===== config.mk =====
export PLATFORM = sky130hd
export DESIGN_NAME = alarm_relay_channel
export DESIGN_NICKNAME = d
export VERILOG_FILES = /design/src/design/arc_pkg.sv /design/src/design/alarm_relay_channel.sv
export SDC_FILE = /design/constraint.sdc
export NUM_CORES = 1
export LEC_CHECK = 0
export BUFFER_PORTS_ARGS = -buffer_cell sky130_fd_sc_hd__buf_4
export CAP_MARGIN = 30
export CELL_PAD_IN_SITES_DETAIL_PLACEMENT = 0
export CELL_PAD_IN_SITES_GLOBAL_PLACEMENT = 2
export CORE_MARGIN = 2
export CORE_UTILIZATION = 33
export DETAILED_ROUTE_END_ITERATION = 10
export PLACE_DENSITY = 0.83
export SETUP_SLACK_MARGIN = 0.15
export SYNTH_ARGS = -nofsm -noshare
export SYNTH_HDL_FRONTEND = slang
export SYNTH_SLANG_ARGS = --single-unit
export TNS_END_PERCENT = 10

===== constraint.sdc =====
create_clock -name i_clk -period 8.1 [get_ports i_clk]
set_clock_uncertainty 0.05 [all_clocks]
set_input_delay 1.215 -clock i_clk [delete_from_list [all_inputs] [get_ports i_clk]]
set_output_delay 1.215 -clock i_clk [all_outputs]
set_load 0.01 [all_outputs]

===== src/design/arc_pkg.sv =====
// Shared constants and types for the alarm relay channel.
package arc_pkg;

    localparam int SENSORS    = 16;
    localparam int MASK_W     = 16;
    localparam int CODE_W     = 3;
    localparam int STATES_W   = SENSORS * CODE_W;
    localparam int COUNT_W    = 5;
    localparam int SUM_W      = 7;
    localparam int SUM_ACC_W  = 8;
    localparam int DELAY_W    = 8;
    localparam int KIND_W     = 2;
    localparam int LANES      = (SENSORS < MASK_W) ? SENSORS : MASK_W;
    localparam int GROUPS     = (LANES + 3) / 4;

    // Stream payload widths (padded to whole bytes).
    localparam int IN_TDATA_W  = ((STATES_W + 2 + 7) / 8) * 8;
    localparam int OUT_TDATA_W = 16;

    // Configuration port.
    localparam int APB_ADDR_W = 5;
    localparam int APB_DATA_W = 32;

    localparam logic [CODE_W-1:0]    FAULT_CODE = 3'd2;
    localparam logic [SUM_ACC_W-1:0] SUM_MAX    = 8'd127;

    typedef enum logic [KIND_W-1:0] {
        KIND_PLAIN = 2'd0,
        KIND_SOUND = 2'd1,
        KIND_LIGHT = 2'd2,
        KIND_SPARE = 2'd3
    } t_relay_kind;

    typedef enum logic [2:0] {
        REG_LEVEL_LO  = 3'd0,
        REG_LEVEL_HI  = 3'd1,
        REG_MIN_COUNT = 3'd2,
        REG_DELAY_LIM = 3'd3,
        REG_KIND      = 3'd4
    } t_reg_index;

endpackage


===== src/design/alarm_relay_channel.sv =====
// Alarm relay channel: per-scan sensor qualification, trip delay, silence and lamp test.
//
//  channel   direction  accept condition              payload
//  s_axis    in         s_axis_tvalid & s_axis_tready  one scan: sensor states, buttons
//  m_axis    out        m_axis_tvalid & m_axis_tready  one result per scan
//  apb       in/out     psel & penable & pwrite        config register write
//
// One scan per cycle sustained while m_axis_tready is high; an accepted scan passes from the
// input register to the result register through the qualify/count/sum/trip logic.
// i_rst_n is synchronous: clears valids, trip delay, acknowledged severity and config.
// A stalled result holds the result register; the input register still takes one more
// scan, and s_axis_tready drops only when both registers are full.
module alarm_relay_channel (
    input  logic                              i_clk,
    input  logic                              i_rst_n,
    // scan input
    input  logic                              s_axis_tvalid,
    output logic                              s_axis_tready,
    // [47:0] sensor_states, [48] lamp_test, [49] silence_button, [55:50] zero
    input  logic [arc_pkg::IN_TDATA_W-1:0]    s_axis_tdata,
    // result output
    output logic                              m_axis_tvalid,
    input  logic                              m_axis_tready,
    // [0] relay_on, [5:1] qualifying_count, [12:6] severity_sum, [15:13] zero
    output logic [arc_pkg::OUT_TDATA_W-1:0]   m_axis_tdata,
    // configuration
    input  logic                              psel,
    input  logic                              penable,
    input  logic                              pwrite,
    input  logic [arc_pkg::APB_ADDR_W-1:0]    paddr,
    input  logic [arc_pkg::APB_DATA_W-1:0]    pwdata,
    output logic [arc_pkg::APB_DATA_W-1:0]    prdata,
    output logic                              pready
);
    import arc_pkg::*;

    // configuration registers
    logic [MASK_W-1:0]  r_level_lo;
    logic [MASK_W-1:0]  r_level_hi;
    logic [COUNT_W-1:0] r_min_count;
    logic [DELAY_W-1:0] r_delay_limit;
    t_relay_kind        r_kind;

    // channel state
    logic [DELAY_W-1:0] r_delay_count, n_delay_count;
    logic [SUM_W-1:0]   r_ack_sev, n_ack_sev;

    // input register
    logic                r_in_valid;
    logic [STATES_W-1:0] r_states;
    logic                r_check;
    logic                r_silence;

    // result register
    logic               r_out_valid;
    logic               r_relay_on, n_relay_on;
    logic [COUNT_W-1:0] r_count;
    logic [SUM_W-1:0]   r_sum;

    logic               in_acc;
    logic               adv;
    logic               cfg_wr;
    t_reg_index         cfg_idx;

    logic [GROUPS*4-1:0]       lane_qual;
    logic [CODE_W-1:0]         lane_code [GROUPS*4];
    logic [COUNT_W-1:0]        grp_count [GROUPS];
    logic [SUM_ACC_W-1:0]      grp_sum   [GROUPS];
    logic [COUNT_W-1:0]        count;
    logic [SUM_ACC_W-1:0]      sum_acc;
    logic [SUM_W-1:0]          sum;
    logic                      trip;

    // ---------------- handshake ----------------
    assign adv           = r_in_valid && (!r_out_valid || m_axis_tready);
    assign s_axis_tready = !r_in_valid || adv;
    assign in_acc        = s_axis_tvalid && s_axis_tready;
    assign m_axis_tvalid = r_out_valid;
    assign m_axis_tdata  = {{(OUT_TDATA_W - 1 - COUNT_W - SUM_W){1'b0}},
                            r_sum, r_count, r_relay_on};

    // ---------------- configuration ----------------
    assign pready  = 1'b1;
    assign cfg_idx = t_reg_index'(paddr[APB_ADDR_W-1:2]);
    assign cfg_wr  = psel && penable && pwrite && pready;

    always_comb begin
        prdata = '0;
        case (cfg_idx)
            REG_LEVEL_LO:  prdata = {{(APB_DATA_W - MASK_W){1'b0}}, r_level_lo};
            REG_LEVEL_HI:  prdata = {{(APB_DATA_W - MASK_W){1'b0}}, r_level_hi};
            REG_MIN_COUNT: prdata = {{(APB_DATA_W - COUNT_W){1'b0}}, r_min_count};
            REG_DELAY_LIM: prdata = {{(APB_DATA_W - DELAY_W){1'b0}}, r_delay_limit};
            REG_KIND:      prdata = {{(APB_DATA_W - KIND_W){1'b0}}, r_kind};
            default:       prdata = '0;
        endcase
    end

    always_ff @(posedge i_clk) begin
        if (!i_rst_n) begin
            r_level_lo    <= '0;
            r_level_hi    <= '0;
            r_min_count   <= COUNT_W'(1);
            r_delay_limit <= '0;
            r_kind        <= KIND_PLAIN;
        end else if (cfg_wr) begin
            case (cfg_idx)
                REG_LEVEL_LO:  r_level_lo    <= pwdata[MASK_W-1:0];
                REG_LEVEL_HI:  r_level_hi    <= pwdata[MASK_W-1:0];
                REG_MIN_COUNT: r_min_count   <= pwdata[COUNT_W-1:0];
                REG_DELAY_LIM: r_delay_limit <= pwdata[DELAY_W-1:0];
                REG_KIND:      r_kind        <= t_relay_kind'(pwdata[KIND_W-1:0]);
                default:       ;
            endcase
        end
    end

    // ---------------- per-sensor qualification ----------------
    always_comb begin
        for (int j = 0; j < GROUPS*4; j++) begin
            lane_qual[j] = 1'b0;
            lane_code[j] = '0;
            if (j < LANES) begin
                lane_code[j] = r_states[CODE_W*j +: CODE_W];
                // level L qualifies codes >= L + fault code; level zero ignores the sensor
                lane_qual[j] = ({r_level_hi[j], r_level_lo[j]} != 2'd0) &&
                               ({1'b0, lane_code[j]} >=
                                ({2'b00, r_level_hi[j], r_level_lo[j]} + {1'b0, FAULT_CODE}));
            end
        end
    end

    // two-level adder tree: groups of four, then the group totals
    always_comb begin
        for (int g = 0; g < GROUPS; g++) begin
            grp_count[g] = '0;
            grp_sum[g]   = '0;
            for (int k = 0; k < 4; k++) begin
                if (lane_qual[4*g + k]) begin
                    grp_count[g] = grp_count[g] + COUNT_W'(1);
                    grp_sum[g]   = grp_sum[g] + SUM_ACC_W'(lane_code[4*g + k]);
                end
            end
        end
        count   = '0;
        sum_acc = '0;
        for (int g = 0; g < GROUPS; g++) begin
            count   = count + grp_count[g];
            sum_acc = sum_acc + grp_sum[g];
        end
        sum = (sum_acc > SUM_MAX) ? SUM_MAX[SUM_W-1:0] : sum_acc[SUM_W-1:0];
    end

    // ---------------- trip, delay and silence ----------------
    assign trip = (count >= r_min_count);

    always_comb begin
        n_delay_count = r_delay_count;
        n_ack_sev     = r_ack_sev;
        n_relay_on    = 1'b0;
        if (trip) begin
            if (sum > r_ack_sev) begin
                n_ack_sev = '0;
                if (r_delay_count >= r_delay_limit) begin
                    if (r_kind == KIND_SOUND && r_silence) begin
                        // silence: remember the severity, restart the delay
                        n_ack_sev     = sum;
                        n_delay_count = '0;
                    end else begin
                        n_relay_on = 1'b1;
                    end
                end else begin
                    n_delay_count = r_delay_count + DELAY_W'(1);
                end
            end else begin
                n_delay_count = '0;
            end
        end else begin
            n_delay_count = '0;
            n_ack_sev     = '0;
        end
        if (r_kind == KIND_LIGHT && r_check) begin
            n_relay_on = 1'b1;
        end
    end

    // ---------------- registers ----------------
    always_ff @(posedge i_clk) begin
        if (!i_rst_n) begin
            r_in_valid    <= 1'b0;
            r_out_valid   <= 1'b0;
            r_delay_count <= '0;
            r_ack_sev     <= '0;
        end else begin
            if (in_acc) begin
                r_in_valid <= 1'b1;
            end else if (adv) begin
                r_in_valid <= 1'b0;
            end
            if (adv) begin
                r_out_valid   <= 1'b1;
                r_delay_count <= n_delay_count;
                r_ack_sev     <= n_ack_sev;
            end else if (m_axis_tready) begin
                r_out_valid <= 1'b0;
            end
        end
    end

    always_ff @(posedge i_clk) begin
        if (in_acc) begin
            r_states  <= s_axis_tdata[STATES_W-1:0];
            r_check   <= s_axis_tdata[STATES_W];
            r_silence <= s_axis_tdata[STATES_W+1];
        end
        if (adv) begin
            r_relay_on <= n_relay_on;
            r_count    <= count;
            r_sum      <= sum;
        end
    end

    // ---------------- assertions ----------------
    a_ready_only_when_full: assert property (@(posedge i_clk) disable iff (!i_rst_n)
        !s_axis_tready |-> (r_in_valid && r_out_valid && !m_axis_tready))
        else $error("input stalled while a register was free");

    a_no_trip_clears: assert property (@(posedge i_clk) disable iff (!i_rst_n)
        (adv && !trip) |=> (r_delay_count == '0 && r_ack_sev == '0))
        else $error("delay or acknowledge not cleared without trip");

    a_sum_matches_count: assert property (@(posedge i_clk) disable iff (!i_rst_n)
        r_out_valid |-> ((r_count == '0) == (r_sum == '0)))
        else $error("severity sum inconsistent with qualifying count");

    a_silenced_off: assert property (@(posedge i_clk) disable iff (!i_rst_n)
        (adv && r_kind == KIND_SOUND && n_ack_sev != '0) |=> !r_relay_on)
        else $error("sound relay on while silenced");

endmodule

Word level (Yosys, flattened, before mapping)
Index checks and enable logic that the tools add are counted.
{ "word_totals": {"regBits": 127, "latch_bits": 0, "mem_bits_rw": 0, "romBits": 0, "mem_count": 0} }
{ "classes": {"add_sub_neg": 47, "mul": 0, "div": 0, "order_cmp": 20, "n_eq_ne": 8, "shifts": 0, "mux": 50, "bitwise": 0, "n_reduce_logical": 52} }
{ "ops": {"columns": ["op", "n"], "rows": [
  ["2-to-1 mux 8 bit", 16],
  ["adder 8 x 3 -> 8 bit", 12],
  ["one-hot mux 16 bit (5 select lines)", 1],
  ["adder 5 x 1 -> 5 bit (second input constant)", 12],
  ["2-to-1 mux 5 bit", 12],
  ["adder 2 x 2 -> 3 bit (second input constant)", 16],
  [">= comparator 3 bit", 16],
  ["nonzero test 2 bit", 18],
  ["2-to-1 mux 7 bit", 5],
  ["adder 8 bit", 3],
  ["logical AND 1 bit", 22],
  ["adder 5 bit", 3],
  ["AND reduction 2 bit", 7],
  ["2-to-1 mux 1 bit", 12],
  ["2-to-1 mux 3 bit", 4],
  ["adder 8 x 1 -> 8 bit (second input constant)", 1],
  [">= comparator 8 bit", 1],
  ["> comparator 8 x 7 -> 1 bit (second input constant)", 1],
  ["> comparator 7 bit", 1],
  ["== test 3 x 2 -> 1 bit (second input constant)", 2],
  [">= comparator 5 bit", 1],
  ["!= test 4 x 3 -> 1 bit (second input constant)", 1],
  ["== test 3 x 1 -> 1 bit (second input constant)", 1],
  ["== test 3 bit (second input constant)", 1],
  ["other kinds (6)", 8]
]} }

Longest topological paths before layout
{ "logic_depth": {"ltp_word": 19, "mapped_depth": 40, "ltp_nobuf": 39} }

Worst setup path before layout
OpenSTA, ideal clock, no wires.
{ "synth_path": {"path_type": "flip-flop to flip-flop", "from": "register r_states[12]", "to": "register r_delay_count[6]", "setup_ns": 0.122, "arrival_ns": 7.838, "t_required_ns": 7.928, "setup_slack_ns": 0.090, "path_stages_with_launch": 35, "n_path_buf": 0, "period_less_slack_ns": 8.010, "cell_sequence": "edfxtp_1 > inv_1 > ha_1 > nand2b_1 > a21o_1 > a21oi_1 > nor2_1 > and2_1 > fa_1 > inv_1 > o32ai_1 > fa_1 > mux2i_1 > inv_1 > ha_1 > a21oi_1 > nor2b_1 > o21ai_0 > xor2_1 > xnor2_1 > fa_1 > inv_1 > fa_1 > inv_1 > ha_1 > a21o_1 > a21oi_1 > o21ai_0 > or2_2 > ha_1 > a21oi_1 > a21oi_1 > o31ai_1 > o41ai_2 > a311o_1"} }
{ "synth_via": {"elab_chain_len": 17} }
{ "synth_rtl": {"columns": ["element", "line", "source"], "rows": [
  ["start: declaration", "alarm_relay_channel.sv:50", "logic [STATES_W-1:0] r_states;"],
  ["start signal: assignment", "alarm_relay_channel.sv:212", "r_states <= s_axis_tdata[STATES_W-1:0];"],
  [">= comparator 3 bit", "alarm_relay_channel.sv:127", "({1'b0, lane_code[j]} >="],
  ["logical AND 1 bit", "alarm_relay_channel.sv:126", "lane_qual[j] = ({r_level_hi[j], r_level_lo[j]} != 2'd0) &&"],
  ["2-to-1 mux 3 bit *", "alarm_relay_channel.sv:139", "if (lane_qual[4*g + k]) begin"],
  ["adder 8 x 3 -> 8 bit", "alarm_relay_channel.sv:141", "grp_sum[g] = grp_sum[g] + SUM_ACC_W'(lane_code[4*g + k]);"],
  ["2-to-1 mux 8 bit *", "alarm_relay_channel.sv:139", null],
  ["adder 8 x 3 -> 8 bit", "alarm_relay_channel.sv:141", null],
  ["2-to-1 mux 8 bit *", "alarm_relay_channel.sv:139", null],
  ["adder 8 x 3 -> 8 bit", "alarm_relay_channel.sv:141", null],
  ["2-to-1 mux 8 bit *", "alarm_relay_channel.sv:139", null],
  ["adder 8 bit * (3 in series)", "alarm_relay_channel.sv:149", "sum_acc = sum_acc + grp_sum[g];"],
  ["> comparator 8 x 7 -> 1 bit", "alarm_relay_channel.sv:151", "sum = (sum_acc > SUM_MAX) ? SUM_MAX[SUM_W-1:0] : sum_acc[SUM_W-1:0];"],
  ["2-to-1 mux 7 bit *", "alarm_relay_channel.sv:151", null],
  ["net sum[2]", "alarm_relay_channel.sv:71", "logic [SUM_W-1:0] sum;"],
  ["> comparator 7 bit *", "alarm_relay_channel.sv:162", "if (sum > r_ack_sev) begin"],
  ["!= test 4 x 3 -> 1 bit (no line) or 2-to-1 mux 8 bit (tied branches)", null, null],
  ["AND reduction 2 bit (no line) or 2-to-1 mux 8 bit (tied branches)", null, null],
  ["end signal: assignment", "alarm_relay_channel.sv:202", "r_delay_count <= n_delay_count;"],
  ["end: declaration", "alarm_relay_channel.sv:45", "logic [DELAY_W-1:0] r_delay_count, n_delay_count;"]
]} }
The timed path passes the listed nets; every way through them passes the cells marked *.
A chain may end at the register's enable or synchronous reset.

Worst setup path after layout
{ "layout_path": {"from": "register r_states[36]", "to": "register r_ack_sev[6]"} }
{ "layout_via": {"elab_chain_len": 16} }
{ "layout_rtl": {"columns": ["element", "line", "source"], "rows": [
  [">= comparator 3 bit", "alarm_relay_channel.sv:127", null],
  ["logical AND 1 bit", "alarm_relay_channel.sv:126", null],
  ["2-to-1 mux 3 bit *", "alarm_relay_channel.sv:139", null],
  ["adder 8 x 3 -> 8 bit", "alarm_relay_channel.sv:141", null],
  ["2-to-1 mux 8 bit *", "alarm_relay_channel.sv:139", null],
  ["adder 8 x 3 -> 8 bit", "alarm_relay_channel.sv:141", null],
  ["2-to-1 mux 8 bit *", "alarm_relay_channel.sv:139", null],
  ["adder 8 x 3 -> 8 bit", "alarm_relay_channel.sv:141", null],
  ["2-to-1 mux 8 bit *", "alarm_relay_channel.sv:139", null],
  ["adder 8 bit *", "alarm_relay_channel.sv:149", null],
  ["> comparator 8 x 7 -> 1 bit", "alarm_relay_channel.sv:151", null],
  ["2-to-1 mux 7 bit *", "alarm_relay_channel.sv:151", null],
  ["net sum[6]", "alarm_relay_channel.sv:71", null],
  ["branches (longest 4 deep; another with > comparator 7 bit)", null, null],
  ["end signal: assignment", "alarm_relay_channel.sv:203", "r_ack_sev <= n_ack_sev;"],
  ["end: declaration", "alarm_relay_channel.sv:46", "logic [SUM_W-1:0] r_ack_sev, n_ack_sev;"]
]} }
Mark *: on every way through the listed nets, which the timed path passes. The select of a mux whose other input is x is not followed.

==> flow_metrics.py <==
metrics = {
    "timing": {
        "fmax_mhz": 128.6,
        "relSlewSlack_pct": 32.49,
        "finalSetupViolations": 0,
        "grt_setup_unrepaired": "yes",
        "period_share_pct": 96.03,
        "period_needed_ns": 7.778,
        "tightest_slew_ns": 1.010,
        "final_hold_viol_count": 0,
        "fin_tns_setup_ns": 0,
        "hold_slack_ns": 0.4298,
        "maxSlewViolCount": 0,
    },
    "flow_run": {
        "drv_cap": 0,
    },
    "drt": {
        "ant_nets": 0,
        "routed_wl_mm": 25.66,
        "detail_route.first_pass.iterations": 5,
        "drt_iter0_drc": 450,
        "wl_per_cell_um": 15.73,
        "via_per_inst": 4.758,
        "drc": 0,
        "via_count": 7761,
    },
    "synth": {
        "syn_avg_cell_area_um2": 9.432,
        "synth-edff-count": 63,
        "yosysTopAreaCellShare_pct": 19.63,
        "synth_area_um2": 9639,
        "synth_area_leader_cell": "edfxtp_1",
        "syn_inst": 1022,
        "yosysSeqAreaShare_pct": 32.92,
        "synth-main-ff-cell": "dfxtp_1",
        "synth.area.top_cells": "edfxtp_1 20%, ha_1 17%, dfxtp_1 13%",
        "synthArstFlopShare_pct": 0,
        "yosysWarnings": 0,
        "ys_ff_latch": 127,
        "synth_cell_types": 61,
    },
    "setup_path": {
        "worstSetupEndpointType": "flip-flop",
        "cp.arrival_ns": 8.05,
        "ff2ff_setup_slack_ns": 0.32,
        "crit_path_max_fanout": 3,
        "worstSetupPathType": "reg2reg",
        "cpPeakStageDelay_ns": 0.52,
        "startpoint_type": "flip-flop",
        "cpMostUsedCell": "buf_4",
        "slowest_stage": "fa_1",
        "cp.required_ns": 8.37,
    },
    "finish": {
        "fill_cells": 2756,
        "area_delta_synth_final_pct": 31.31,
        "drive_gt1_share_pct": 28.39,
        "final_util_pct": 44.10,
        "multi_input_area_um2": 6379,
        "nets": 1495,
        "diodes": 0,
        "regArea_um2": 3173,
    },
    "clock_tree": {
        "path_clk_slew_ns": 0.07,
        "cts_tree": "yes",
        "cts_buffers": 17,
        "clk_latency_ns": 0.43,
        "cts_sinks": 127,
        "cts_root_buffer": "clkbuf_16",
        "clock_path_buffers": 2,
        "htreeDepth": 4,
        "holdBufCountCts": 0,
    },
    "floorplan": {
        "fp-row-count": 62,
        "floorplan.initialDensity_pct": 33.58,
        "boundaryPins": 151,
        "die_y_um": 174.9,
        "die_area_um2": 30590,
        "fp.dieW_um": 174.9,
        "core_area_um2": 28700,
    },
    "global_routing": {
        "grt_pass1_vias": 7552,
        "grt_use_total_pct": 16.99,
        "grt_pass1_wl_mm": 40.32,
        "met1_usage_pct": 22.77,
        "grt_max_degree": 51,
        "grt_overflow": 0,
        "use_met3_pct": 3.155,
        "antenna_found_initial": 0,
        "grt_use_met2_pct": 28.36,
        "grt.busiest_layer": "met2",
    },
    "min_path": {
        "hp-class": "reg2reg",
    },
    "placement": {
        "port-buffer-count": 106,
        "gp_congestion": 0.8088,
        "dp_hpwl_mm": 19.02,
    },
    "power": {
        "total_leakage_power_nw": 5.596,
        "total_power_mw": 1.698,
        "vdd_drop_max_mv": 0.1256,
        "p_per_area_nw_per_um2": 134.2,
    },
    "status": {
        "outcome": "complete, no violations",
    },
}
==> registers in the layout (all words and copies together) (netlist names), 2 cells and up <==
name and flops:
r_sum 7, r_ack_sev 7, r_level_hi 16, r_delay_limit 8
r_count 5, r_delay_count 8, r_min_count 5, r_states 48
r_level_lo 16, r_kind 2
==> placed cells by master, fill, tap and decap left out, types with 5 or more instances in the layout <==
| cell | n |
|---|---|
| nand2b_1 | 12 |
| nand2_1 | 97 |
| ha_4 | 9 |
| inv_1 | 95 |
| a211oi_1 | 9 |
| o22ai_1 | 14 |
| mux2i_1 | 34 |
| fa_1 | 27 |
| buf_4 | 208 |
| nor3_1 | 10 |
| edfxtp_1 | 63 |
| inv_2 | 10 |
| o31ai_1 | 5 |
| fa_2 | 5 |
| and2_1 | 8 |
| dfxtp_1 | 64 |
| nand3_1 | 16 |
| clkbuf_16 | 18 |
| a21oi_1 | 61 |
| a21oi_2 | 7 |
| nor2b_1 | 14 |
| inv_6 | 7 |
| a21o_1 | 26 |
| o21ai_0 | 22 |
| xor2_1 | 24 |
| nor2_1 | 82 |
| xnor2_1 | 15 |
| nand4_1 | 6 |
| conb_1 | 24 |
| mux2_2 | 11 |
| ha_1 | 116 |
| a22o_1 | 8 |
==> cell type report <==
class / instances / area share (%)
inverters: 106 / 3.144
well taps: 384 / 3.796
clock buffers: 18 / 3.559
multi-input cells: 768 / 50.40
flip-flops and latches: 127 / 25.07
repair buffers: 214 / 13.13
clock inverters: 14 / 0.9095
==> synth_stat cells (3+ instances only) <==
| cell | number |
|---|---|
| a211oi_1 | 9 |
| a21o_1 | 26 |
| a21oi_1 | 70 |
| a22o_1 | 8 |
| a22oi_1 | 6 |
| a31oi_1 | 5 |
| and2_1 | 11 |
| and3_1 | 4 |
| buf_2 | 3 |
| buf_4 | 21 |
| clkbuf_1 | 18 |
| dfxtp_1 | 64 |
| edfxtp_1 | 63 |
| fa_1 | 32 |
| ha_1 | 129 |
| inv_1 | 105 |
| mux2_2 | 12 |
| mux2i_1 | 36 |
| mux4_2 | 3 |
| nand2_1 | 100 |
| nand2b_1 | 14 |
| nand3_1 | 17 |
| nand4_1 | 6 |
| nor2_1 | 86 |
| nor2b_1 | 19 |
| nor3_1 | 16 |
| nor3b_1 | 3 |
| o21ai_0 | 28 |
| o22ai_1 | 14 |
| o2bb2ai_1 | 3 |
| o31ai_1 | 6 |
| o32ai_1 | 4 |
| or2_2 | 6 |
| or3_1 | 3 |
| xnor2_1 | 15 |
| xor2_1 | 24 |
==> stage by stage <==
stage	instance area, µm²	setup WS, ns	instances
2_1_floorplan	9727	0.1741	1044
3_3_place_gp	11380	-0.4278	1571
3_5_place_dp	11440	-0.4968	1573
4_1_cts	12260	0.1564	1621
5_1_grt	12660	-0.08304	1631
6_report	12660	0.3218	1631
==> where the power goes <==
group	switching (mW)	total [mW]	internal (mW)	leakage, nW
combinational	0.118	0.225	0.107	4.18
sequential	0.0175	0.716	0.699	1.13
clock	0.337	0.757	0.420	0.286
==> worst max-delay path, delay by kind of cell, from the launching register on <==
kind | cells | cell delay [ns]
buf+inv | 19 | 2.01
compound gates | 8 | 1.35
mux | 1 | 0.13
flops | 1 | 0.37
simple gates | 8 | 0.69
xor+xnor | 2 | 0.37
fa+ha+maj | 8 | 2.71
==> cell families after synthesis <==
logic type,Yosys count,synth area share (%)
other,2,0.07791
AND/OR/NAND/NOR,295,14.27
AO/OA/AOI/OAI,198,13.30
adder cells (fa/ha/maj),161,23.39
XOR/XNOR,39,3.544
flip-flops,127,32.92
multiplexers,51,5.841
buffers and inverters,149,6.659
==> layer usage <==
layer  wire length (µm)  vias to the layer above
met1              12180                     3648
met4                266                        0
met3                991                       18
li1                   -                     3945
met2              12220                      150
met5                  0                        -
==> path summary, 6_finish.rpt <==
kind	start	endpoint	cells after the start
max	r_states[36]	r_ack_sev[6]	46
min	r_ack_sev[6]	r_ack_sev[6]	1
max reg2reg	r_states[36]	r_ack_sev[6]	46
min reg2reg	r_ack_sev[6]	r_ack_sev[6]	1
==> what timing repair did <==
item / CTS / global route
endpoints found under the setup margin: 16 / 17
gates resized for setup: 32 / 68
pin swaps: 18 / 56
setup buffers: 16 / 10
Note: power is estimated with default switching activity, not from simulation.
